`config.mk`:
```
export PLATFORM = sky130hd
export DESIGN_NAME = bounded_lifo_stack_flat
export DESIGN_NICKNAME = d
export VERILOG_FILES = /design/src/sv/bls_pkg.sv /design/src/sv/bls_if.sv /design/src/sv/bounded_lifo_stack.sv /design/src/sv/bls_cell.sv /design/src/sv/bls_out_skid.sv /design/src/flat_wrapper.sv
export VERILOG_INCLUDE_DIRS = /design/src /design/src/sv
export SDC_FILE = /design/constraint.sdc
export NUM_CORES = 1
export LEC_CHECK = 0
export BUFFER_PORTS_ARGS = -buffer_cell sky130_fd_sc_hd__buf_4
export CAP_MARGIN = 15
export CORE_ASPECT_RATIO = 0.6
export CORE_MARGIN = 2
export CORE_UTILIZATION = 50
export DETAILED_ROUTE_END_ITERATION = 10
export PLACE_DENSITY = 0.66
export SYNTH_ARGS = -nofsm -noshare
export SYNTH_HDL_FRONTEND = slang
export SYNTH_SLANG_ARGS = --single-unit
```
`constraint.sdc`:
```
create_clock -name i_clk -period 6.5 [get_ports i_clk]
set_clock_uncertainty 0.15 [all_clocks]
set_input_delay 1.3 -clock i_clk [delete_from_list [all_inputs] [get_ports i_clk]]
set_output_delay 1.3 -clock i_clk [all_outputs]
set_load 0.005 [all_outputs]
```
`src/sv/bounded_lifo_stack_assert.svh`:
```
// assertion helpers shared by the stack modules
`ifndef BOUNDED_LIFO_STACK_ASSERT_SVH
`define BOUNDED_LIFO_STACK_ASSERT_SVH

// condition must never hold outside reset
`define BLS_ASSERT_NEVER(label, clk, rst_n, cond, msg) \
    label: assert property (@(posedge clk) disable iff (!rst_n) !(cond)) else $error(msg);

// consequent must hold in the same cycle as the antecedent
`define BLS_ASSERT_SAME(label, clk, rst_n, ante, cons, msg) \
    label: assert property (@(posedge clk) disable iff (!rst_n) (ante) |-> (cons)) \
        else $error(msg);

// consequent must hold in the cycle after the antecedent
`define BLS_ASSERT_NEXT(label, clk, rst_n, ante, cons, msg) \
    label: assert property (@(posedge clk) disable iff (!rst_n) (ante) |=> (cons)) \
        else $error(msg);

`endif

```
`src/sv/bls_pkg.sv`:
```
package bls_pkg;

    localparam int WORD_W     = 32;
    localparam int POS_W      = 3;
    localparam int FILL_OUT_W = 4;
    localparam int DEPTH_DEF  = 8;
    // slots reachable by a peek position
    localparam int PEEK_SPAN  = 2 ** POS_W;

    typedef enum logic [1:0] {
        OP_PUSH   = 2'd0,
        OP_POP    = 2'd1,
        OP_PEEK   = 2'd2,
        OP_CHANGE = 2'd3
    } t_op;

    typedef enum logic [1:0] {
        ST_OK        = 2'd0,
        ST_OVERFLOW  = 2'd1,
        ST_UNDERFLOW = 2'd2
    } t_status;

    // what the cell row does this cycle
    typedef enum logic [1:0] {
        RING_HOLD  = 2'd0,
        RING_PUSH  = 2'd1,
        RING_POP   = 2'd2,
        RING_WRITE = 2'd3
    } t_ring_op;

    typedef struct packed {
        t_op                       cmd;
        logic [POS_W-1:0]          position;
        logic signed [WORD_W-1:0]  value;
    } t_cmd;

    typedef struct packed {
        logic signed [WORD_W-1:0]  data;
        t_status                   status;
        logic [FILL_OUT_W-1:0]     fill_count;
        logic                      is_empty;
        logic                      is_full;
    } t_rsp;

    typedef struct packed {
        t_ring_op                  op;
        logic signed [WORD_W-1:0]  value;
    } t_ring_ctl;

endpackage

```
`src/sv/bls_if.sv`:
```
interface bls_cmd_if;
    import bls_pkg::*;

    logic valid;
    logic ready;
    t_cmd payload;

    modport source (output valid, output payload, input ready);
    modport sink (input valid, input payload, output ready);
endinterface

interface bls_rsp_if;
    import bls_pkg::*;

    logic valid;
    logic ready;
    t_rsp payload;

    modport source (output valid, output payload, input ready);
    modport sink (input valid, input payload, output ready);
endinterface

```
`src/sv/bounded_lifo_stack.sv`:
```
// bounded_lifo_stack: fixed-depth lifo of signed 32-bit words
//
// i_cmd  (bls_cmd_if sink): one command word per handshake, cmd selects
//        push, pop, peek at position or change at position
// o_rsp  (bls_rsp_if source): one response word per command with the
//        popped or peeked data, status, fill count and empty/full flags
//
// the stack lives in a row of DEPTH cells, cell 0 always holding the top;
// push and pop shift the whole row by one cell toward or away from the top,
// change writes the one cell that its slot currently sits in. the low slots
// reachable by a peek position are mirrored in a small register file.
//
// every command completes in the cycle it is accepted and its response is
// registered in the output register; one command per cycle while ready is high.
// if the receiver stalls, one more response parks in a skid register and
// i_cmd.ready drops until the output side drains.
// reset (synchronous, i_rst_n low) empties the stack, zeroes every slot and
// drops any pending response.
`include "bounded_lifo_stack_assert.svh"

module bounded_lifo_stack #(
    parameter int DEPTH = bls_pkg::DEPTH_DEF
) (
    input  logic       i_clk,
    input  logic       i_rst_n,
    bls_cmd_if.sink    i_cmd,
    bls_rsp_if.source  o_rsp
);
    import bls_pkg::*;

    localparam int IDX_W    = $clog2(DEPTH);
    localparam int FILL_W   = $clog2(DEPTH + 1);
    localparam int SUM_W    = IDX_W + 1;
    // mirrored slots: those a peek position can reach
    localparam int SHADOW_N = (DEPTH < PEEK_SPAN) ? DEPTH : PEEK_SPAN;
    localparam int SH_W     = $clog2(SHADOW_N);

    localparam logic [FILL_W-1:0] FILL_FULL = FILL_W'(DEPTH);
    localparam logic [FILL_W-1:0] FILL_SH_N = FILL_W'(SHADOW_N);
    localparam logic [FILL_W-1:0] FILL_ONE  = FILL_W'(1);

    // stack state
    logic [FILL_W-1:0]        r_fill;
    logic [FILL_W-1:0]        n_fill;
    logic signed [WORD_W-1:0] r_shadow [SHADOW_N];
    logic signed [WORD_W-1:0] n_shadow [SHADOW_N];

    // cell row wiring
    logic signed [WORD_W-1:0] w_cell [DEPTH];
    logic signed [WORD_W-1:0] w_low  [DEPTH];
    logic signed [WORD_W-1:0] w_high [DEPTH];
    t_ring_ctl                w_ring;
    logic [SUM_W-1:0]         w_sum;
    logic [SUM_W-1:0]         w_wrap;
    logic [IDX_W-1:0]         w_target;

    // command decode
    t_cmd              w_cmd;
    logic              w_accept;
    logic              w_out_ready;
    logic              w_empty;
    logic              w_full;
    logic              w_pos_ok;
    logic [FILL_W-1:0] w_top_idx;
    t_rsp              w_rsp;

    assign w_cmd       = i_cmd.payload;
    assign i_cmd.ready = w_out_ready;
    assign w_accept    = i_cmd.valid && w_out_ready;

    assign w_empty   = (r_fill == '0);
    assign w_full    = (r_fill == FILL_FULL);
    assign w_top_idx = r_fill - FILL_ONE;
    // position names a mirrored slot
    assign w_pos_ok  = {1'b0, w_cmd.position} < (POS_W + 1)'(SHADOW_N);

    // slot p sits in cell (fill - 1 - p) mod DEPTH
    assign w_sum    = SUM_W'(r_fill) + SUM_W'(DEPTH - 1) - SUM_W'(w_cmd.position);
    assign w_wrap   = (w_sum >= SUM_W'(DEPTH)) ? (w_sum - SUM_W'(DEPTH)) : w_sum;
    assign w_target = w_wrap[IDX_W-1:0];

    always_comb begin
        n_fill         = r_fill;
        n_shadow       = r_shadow;
        w_ring.op      = RING_HOLD;
        w_ring.value   = w_cmd.value;
        w_rsp.data     = '0;
        w_rsp.status   = ST_OK;
        if (w_accept) begin
            case (w_cmd.cmd)
                OP_PUSH: begin
                    if (w_full) begin
                        w_rsp.status = ST_OVERFLOW;
                    end else begin
                        n_fill    = r_fill + FILL_ONE;
                        w_ring.op = RING_PUSH;
                        if (r_fill < FILL_SH_N) begin
                            n_shadow[r_fill[SH_W-1:0]] = w_cmd.value;
                        end
                    end
                end
                OP_POP: begin
                    if (w_empty) begin
                        w_rsp.status = ST_UNDERFLOW;
                    end else begin
                        n_fill     = w_top_idx;
                        w_ring.op  = RING_POP;
                        w_rsp.data = w_cell[0];
                        // popped slot reads as zero afterwards
                        if (w_top_idx < FILL_SH_N) begin
                            n_shadow[w_top_idx[SH_W-1:0]] = '0;
                        end
                    end
                end
                OP_PEEK: begin
                    if (w_empty) begin
                        w_rsp.status = ST_UNDERFLOW;
                    end else if (w_pos_ok) begin
                        w_rsp.data = r_shadow[w_cmd.position[SH_W-1:0]];
                    end
                end
                OP_CHANGE: begin
                    // no check against the top, out-of-range position ignored
                    if (w_pos_ok) begin
                        w_ring.op = RING_WRITE;
                        n_shadow[w_cmd.position[SH_W-1:0]] = w_cmd.value;
                    end
                end
                default: begin
                    w_ring.op = RING_HOLD;
                end
            endcase
        end
        w_rsp.fill_count = FILL_OUT_W'(n_fill);
        w_rsp.is_empty   = (n_fill == '0);
        w_rsp.is_full    = (n_fill == FILL_FULL);
    end

    always_ff @(posedge i_clk) begin
        if (!i_rst_n) begin
            r_fill   <= '0;
            r_shadow <= '{default: '0};
        end else begin
            r_fill   <= n_fill;
            r_shadow <= n_shadow;
        end
    end

    // cell row: push moves words away from the top, pop toward it
    genvar g;
    generate
        for (g = 0; g < DEPTH; g++) begin : g_cell
            if (g == 0) begin : g_first
                assign w_low[g] = w_cmd.value;
            end else begin : g_mid_low
                assign w_low[g] = w_cell[g-1];
            end
            if (g == DEPTH - 1) begin : g_last
                assign w_high[g] = '0;
            end else begin : g_mid_high
                assign w_high[g] = w_cell[g+1];
            end

            bls_cell #(
                .IDX_W    (IDX_W),
                .CELL_IDX (g)
            ) u_cell (
                .i_clk       (i_clk),
                .i_rst_n     (i_rst_n),
                .i_ctl       (w_ring),
                .i_target    (w_target),
                .i_from_low  (w_low[g]),
                .i_from_high (w_high[g]),
                .o_word      (w_cell[g])
            );
        end
    endgenerate

    // response register with one word of skid
    bls_out_skid u_out (
        .i_clk   (i_clk),
        .i_rst_n (i_rst_n),
        .i_valid (w_accept),
        .i_word  (w_rsp),
        .o_ready (w_out_ready),
        .o_rsp   (o_rsp)
    );

    `BLS_ASSERT_NEVER(a_fill_bound, i_clk, i_rst_n, r_fill > FILL_FULL, "fill count beyond depth")
    `BLS_ASSERT_NEXT(a_push_grows, i_clk, i_rst_n, w_accept && (w_cmd.cmd == OP_PUSH) && !w_full, r_fill == $past(r_fill) + 1, "push with room did not grow the stack")

endmodule

```
`src/sv/bls_cell.sv`:
```
module bls_cell #(
    parameter int IDX_W    = $clog2(bls_pkg::DEPTH_DEF),
    parameter int CELL_IDX = 0
) (
    input  logic                             i_clk,
    input  logic                             i_rst_n,
    input  bls_pkg::t_ring_ctl               i_ctl,
    input  logic [IDX_W-1:0]                 i_target,
    input  logic signed [bls_pkg::WORD_W-1:0] i_from_low,
    input  logic signed [bls_pkg::WORD_W-1:0] i_from_high,
    output logic signed [bls_pkg::WORD_W-1:0] o_word
);
    import bls_pkg::*;

    logic signed [WORD_W-1:0] r_word;
    logic signed [WORD_W-1:0] n_word;

    always_comb begin
        case (i_ctl.op)
            RING_PUSH:  n_word = i_from_low;
            RING_POP:   n_word = i_from_high;
            RING_WRITE: n_word = (i_target == IDX_W'(CELL_IDX)) ? i_ctl.value : r_word;
            default:    n_word = r_word;
        endcase
    end

    always_ff @(posedge i_clk) begin
        if (!i_rst_n) begin
            r_word <= '0;
        end else begin
            r_word <= n_word;
        end
    end

    assign o_word = r_word;

endmodule

```
`src/sv/bls_out_skid.sv`:
```
`include "bounded_lifo_stack_assert.svh"

module bls_out_skid (
    input  logic            i_clk,
    input  logic            i_rst_n,
    input  logic            i_valid,
    input  bls_pkg::t_rsp   i_word,
    output logic            o_ready,
    bls_rsp_if.source       o_rsp
);
    import bls_pkg::*;

    logic r_main_valid;
    logic r_skid_valid;
    t_rsp r_main;
    t_rsp r_skid;
    logic n_main_valid;
    logic n_skid_valid;
    t_rsp n_main;
    t_rsp n_skid;
    logic w_take;

    assign o_ready = !r_skid_valid;
    assign w_take  = i_valid && o_ready;

    always_comb begin
        n_main_valid = r_main_valid;
        n_skid_valid = r_skid_valid;
        n_main       = r_main;
        n_skid       = r_skid;
        if (!r_main_valid || o_rsp.ready) begin
            if (r_skid_valid) begin
                n_main       = r_skid;
                n_main_valid = 1'b1;
                n_skid_valid = 1'b0;
            end else begin
                n_main       = i_word;
                n_main_valid = w_take;
            end
        end else if (w_take) begin
            n_skid       = i_word;
            n_skid_valid = 1'b1;
        end
    end

    always_ff @(posedge i_clk) begin
        if (!i_rst_n) begin
            r_main_valid <= 1'b0;
            r_skid_valid <= 1'b0;
        end else begin
            r_main_valid <= n_main_valid;
            r_skid_valid <= n_skid_valid;
        end
    end

    always_ff @(posedge i_clk) begin
        r_main <= n_main;
        r_skid <= n_skid;
    end

    assign o_rsp.valid   = r_main_valid;
    assign o_rsp.payload = r_main;

    `BLS_ASSERT_NEVER(a_skid_without_main, i_clk, i_rst_n, r_skid_valid && !r_main_valid, "skid word held with empty output register")
    `BLS_ASSERT_NEXT(a_stall_fills_skid, i_clk, i_rst_n, r_main_valid && !o_rsp.ready && w_take, r_skid_valid, "word taken during stall was not parked")
    `BLS_ASSERT_NEXT(a_empty_passes_word, i_clk, i_rst_n, w_take && !r_main_valid, r_main_valid && (r_main == $past(i_word)), "word did not reach the output register")

endmodule
```
`src/flat_wrapper.sv`:
```
// flat-port wrapper written by rule: the top's interface ports become plain ports
module bounded_lifo_stack_flat import bls_pkg::*;
#(
    parameter int DEPTH = bls_pkg::DEPTH_DEF
)
  (i_clk, i_rst_n, i_cmd_valid, i_cmd_payload, i_cmd_ready, o_rsp_valid, o_rsp_payload, o_rsp_ready);
  bls_cmd_if i_cmd_i ();
  bls_rsp_if o_rsp_i ();
  input  logic i_clk;
  input  logic i_rst_n;
  input wire logic [$bits(i_cmd_i.valid)-1:0] i_cmd_valid;
  input wire logic [$bits(i_cmd_i.payload)-1:0] i_cmd_payload;
  output wire logic [$bits(i_cmd_i.ready)-1:0] i_cmd_ready;
  output wire logic [$bits(o_rsp_i.valid)-1:0] o_rsp_valid;
  output wire logic [$bits(o_rsp_i.payload)-1:0] o_rsp_payload;
  input wire logic [$bits(o_rsp_i.ready)-1:0] o_rsp_ready;
  assign i_cmd_i.valid = i_cmd_valid;
  assign i_cmd_i.payload = i_cmd_payload;
  assign i_cmd_ready = i_cmd_i.ready;
  assign o_rsp_valid = o_rsp_i.valid;
  assign o_rsp_payload = o_rsp_i.payload;
  assign o_rsp_i.ready = o_rsp_ready;
  bounded_lifo_stack #(.DEPTH(DEPTH)) u_core (.i_clk(i_clk), .i_rst_n(i_rst_n), .i_cmd(i_cmd_i), .o_rsp(o_rsp_i));
endmodule
```
==> run metrics <==
summed instance area of the synthesized netlist 0.0267 mm^2; RSZ-0062 raised after global routing no; worst reg2reg endpoint u_core.g_cell[0].u_cell.o_word[25]; area enclosed by the die boundary about 0.055 mm^2; CP startpoint kind flop; DP HPWL between 50000 and 60000 um; dominant synthesized flop cell sky130_fd_sc_hd__dfxtp_1; Buf/Inv on CP 3; Setup WS post-layout 1640 ps; critical register-to-register path startpoint u_core.r_fill[0]; CP Cell Sequence inv_1, ha_1, or3b_1, and2_1, nand2_1, a21oi_1, ha_1, buf_4, nand2b_1, o31ai_4, buf_4, nand2_1, o211a_1; sequential fraction of design power about half; cell chosen for the clock root sky130_fd_sc_hd__clkbuf_16; met1 wire length 38600 um; CP max stage delay 790 ps; Internal Pwr Total 0.00631 W; run status finished clean; insertion delay to the later sink of the worst-skew pair ~600 ps; period utilization 74.8%; CTS tree yes; Yosys top cell by area sky130_fd_sc_hd__dfxtp_1; Switch Pwr 0.00228 W; worst max-slew margin expressed relative to the limit 17.6%; fin. max-slew vios 0; maxcap violations 0; required time reported for the critical path endpoint slightly below 7000 ps; leakage power of the design ~13 nW; Wirelength per Cell 25.5 um; min-delay worst type flop to flop; hold_buf cts 0; clock input transition at the sequential cells of the worst setup and hold paths 70 ps; via count of the first global-routing pass 20800; area delta synth->final 10.3%; Die Height 183 um; initial antenna violation count 2; area inside the core boundary approximately 0.053 mm^2; Synthesized Nets 2650; flops & latches, synth 598; initial standard-cell utilization of the core 50.7%; slowest CP cell sky130_fd_sc_hd__dfxtp_1; row count 65; share of async-settable or async-resettable flops after synthesis 0%; number of levels the H-tree was split into 2; total wirelength of the detailed-routed design just over 80000 um; IR Drop Worst-Case VDD ~200 uV; width of the die 302 um; total I/O pin count 83; count of distinct cell types in the synthesized netlist 71; most numerous cell in the Yosys netlist sky130_fd_sc_hd__dfxtp_1; class of the most critical setup path flop to flop; critical path endpoint category flop; cell count along the critical path 13; depth of the worst register-to-register path 13; Worst Setup SP u_core.r_fill[0]; Mapped Avg Cell Area ~10 um^2; power density over cell area 292 mW/mm^2; global-route total usage across every layer 29.3%; share of final-layout standard cells stronger than drive strength 1 12.8%; Synth Warn # 0; wire length of the first global-routing pass 127000 um; setup violation total in the final timing report 0; Switching Fraction a little over a quarter; Nets 2534; critical-path maximum fanout 64; Post-CTS Repair Setup Buffers 0; Sinks on Clock Net 598; Arrival @ worst endpoint 5190 ps; Final Hold Violating Endpoints 0; Post-DRT Antenna Nets 0; detailed-routed wire length on met3 a little over 8000 um; shortest clock period the worst path allows after layout 4860 ps; Avg Vias per Cell 6.83; setup slack of the worst register-to-register path 1640 ps; family with the most delay on the worst path buffers and inverters; Critical Path Sink u_core.g_cell[0].u_cell.o_word[25]; peak clock frequency supported by timing between 200 and 250 MHz; grt ovf 0; combinational cell fraction of total power 12.0%; uppermost layer routed met4; most frequent cells after synthesis sky130_fd_sc_hd__dfxtp_1, sky130_fd_sc_hd__nand2_1, sky130_fd_sc_hd__o211a_1; detailed-routing iteration count for the pre-antenna-repair pass 6; CTS Buffer Depth 3; largest net degree at the start of global routing 120; gate count of the mapped netlist 2597; worst slack, placed 1460 ps; number of enable-type register cells in the synthesized netlist 80; WHS Path Cells 1; number of CTS-inserted buffers 55; drc violations 0; sequential-to-total area share from yosys stat 47.8%; Port Buf Inserts 82; total negative setup slack 0 ps; routability congestion estimate 0.892; PostCTS Resize Cnt 0; leading post-synthesis cells by cell area sky130_fd_sc_hd__dfxtp_1, sky130_fd_sc_hd__o211a_1, sky130_fd_sc_hd__edfxtp_1; detailed route wirelength on metal2 approximately 34000 um; fraction of power consumed by the clock network 39.8%; starting DRC count in detailed routing about 2600; transition at the pin with the smallest max-transition slack 1230 ps; via count 22100; area fraction of the dominant cell type after synthesis between 30 and 40%
## cells in the final DEF (no fill, tap or decap), types with 8 or more instances in the layout
cell type and count:
sky130_fd_sc_hd__o21ai_0 19, sky130_fd_sc_hd__a21o_1 10, sky130_fd_sc_hd__nand2b_1 9, sky130_fd_sc_hd__ha_1 11
sky130_fd_sc_hd__a21oi_1 52, sky130_fd_sc_hd__mux4_2 22, sky130_fd_sc_hd__nand3b_1 20, sky130_fd_sc_hd__edfxtp_1 80
sky130_fd_sc_hd__nor2b_1 12, sky130_fd_sc_hd__nand2_1 394, sky130_fd_sc_hd__nor3_1 10, sky130_fd_sc_hd__mux2i_1 51
sky130_fd_sc_hd__inv_1 12, sky130_fd_sc_hd__clkbuf_16 56, sky130_fd_sc_hd__buf_4 139, sky130_fd_sc_hd__dfxtp_1 517
sky130_fd_sc_hd__o211a_1 256, sky130_fd_sc_hd__nand3_1 22, sky130_fd_sc_hd__o21a_1 8, sky130_fd_sc_hd__o31ai_4 9
sky130_fd_sc_hd__clkinv_2 13, sky130_fd_sc_hd__nor2_1 44, sky130_fd_sc_hd__and2_1 73, sky130_fd_sc_hd__mux2_2 22
sky130_fd_sc_hd__o2bb2ai_1 38, sky130_fd_sc_hd__a22oi_1 30, sky130_fd_sc_hd__a221oi_1 215, sky130_fd_sc_hd__clkbuf_1 8
sky130_fd_sc_hd__a22o_1 230
## worst reg2reg max path: stages, from the launching register on
cell                       delay [ps]
sky130_fd_sc_hd__dfxtp_1          790
sky130_fd_sc_hd__inv_1            260
sky130_fd_sc_hd__ha_1             430
sky130_fd_sc_hd__or3b_1           330
sky130_fd_sc_hd__and2_1           180
sky130_fd_sc_hd__nand2_1           60
sky130_fd_sc_hd__a21oi_1          470
sky130_fd_sc_hd__ha_1             270
sky130_fd_sc_hd__buf_4            240
sky130_fd_sc_hd__nand2b_1         290
sky130_fd_sc_hd__o31ai_4          280
sky130_fd_sc_hd__buf_4            680
sky130_fd_sc_hd__nand2_1          160
sky130_fd_sc_hd__o211a_1          160
## area by class of cell
class / count / area [um^2]
Multi-Input combinational cell: 1669 / 12700
Timing Repair Buffer: 144 / 1150
Sequential cell: 598 / 12800
Clock inverter: 30 / 355
Tap cell: 703 / 880
Antenna cell: 1 / 2.50
Inverter: 13 / 48.8
Fill cell: 4469 / 23200
Clock buffer: 72 / 1530
## per-layer routing
layer / GRT usage, % / vias to the layer above
li1: - / 9683
met1: 45.0 / 11100
met2: 41.8 / 1171
met3: 5.78 / 135
met4: 7.09 / 0
met5: 0 / -
## worst min path at each step
stage | start | to | slack (ps)
final | flop | flop | 320
after global placement | flop | flop | 290
after CTS | flop | flop | 320
after floorplan | flop | flop | 280
after global routing | flop | flop | 330
after detailed placement | flop | flop | 300
## through the flow
stage               cell area [um^2]  hold slack [ps]  util, %  total power (W)  cells
floorplan                      26700              277        -          0.00487   2597
global placement               27500              292     52.2          0.00518   3125
detailed placement             27500              298     52.3          0.00522   3126
CTS                            29400              316     55.9          0.00860   3228
global route                   29400              334     55.9          0.00888   3229
finish                         29400              317     55.9          0.00858   3230
## cells by family (layout without fill, tap and decap cells)
family / Yosys count / in the layout / synth area share [%]
mux: 95 / 95 / 4.70
xor+xnor: 6 / 6 / 0.225
flops: 598 / 598 / 47.8
simple gates: 616 / 616 / 10.4
buf+inv: 330 / 259 / 5.16
other cells: 0 / 1 / 0
fa+ha+maj: 12 / 12 / 0.562
compound gates: 940 / 940 / 31.1
## power groups by stage
stage	registers, W	clock network, W	logic (W)
after floorplan	0.00415	0	0.000711
after global placement	0.00420	0	0.000974
after CTS	0.00413	0.00346	0.00101
after global routing	0.00416	0.00361	0.00112
after detailed placement	0.00421	0	0.00101
final	0.00414	0.00341	0.00103
No activity file was read; power rests on OpenSTA's default activity.
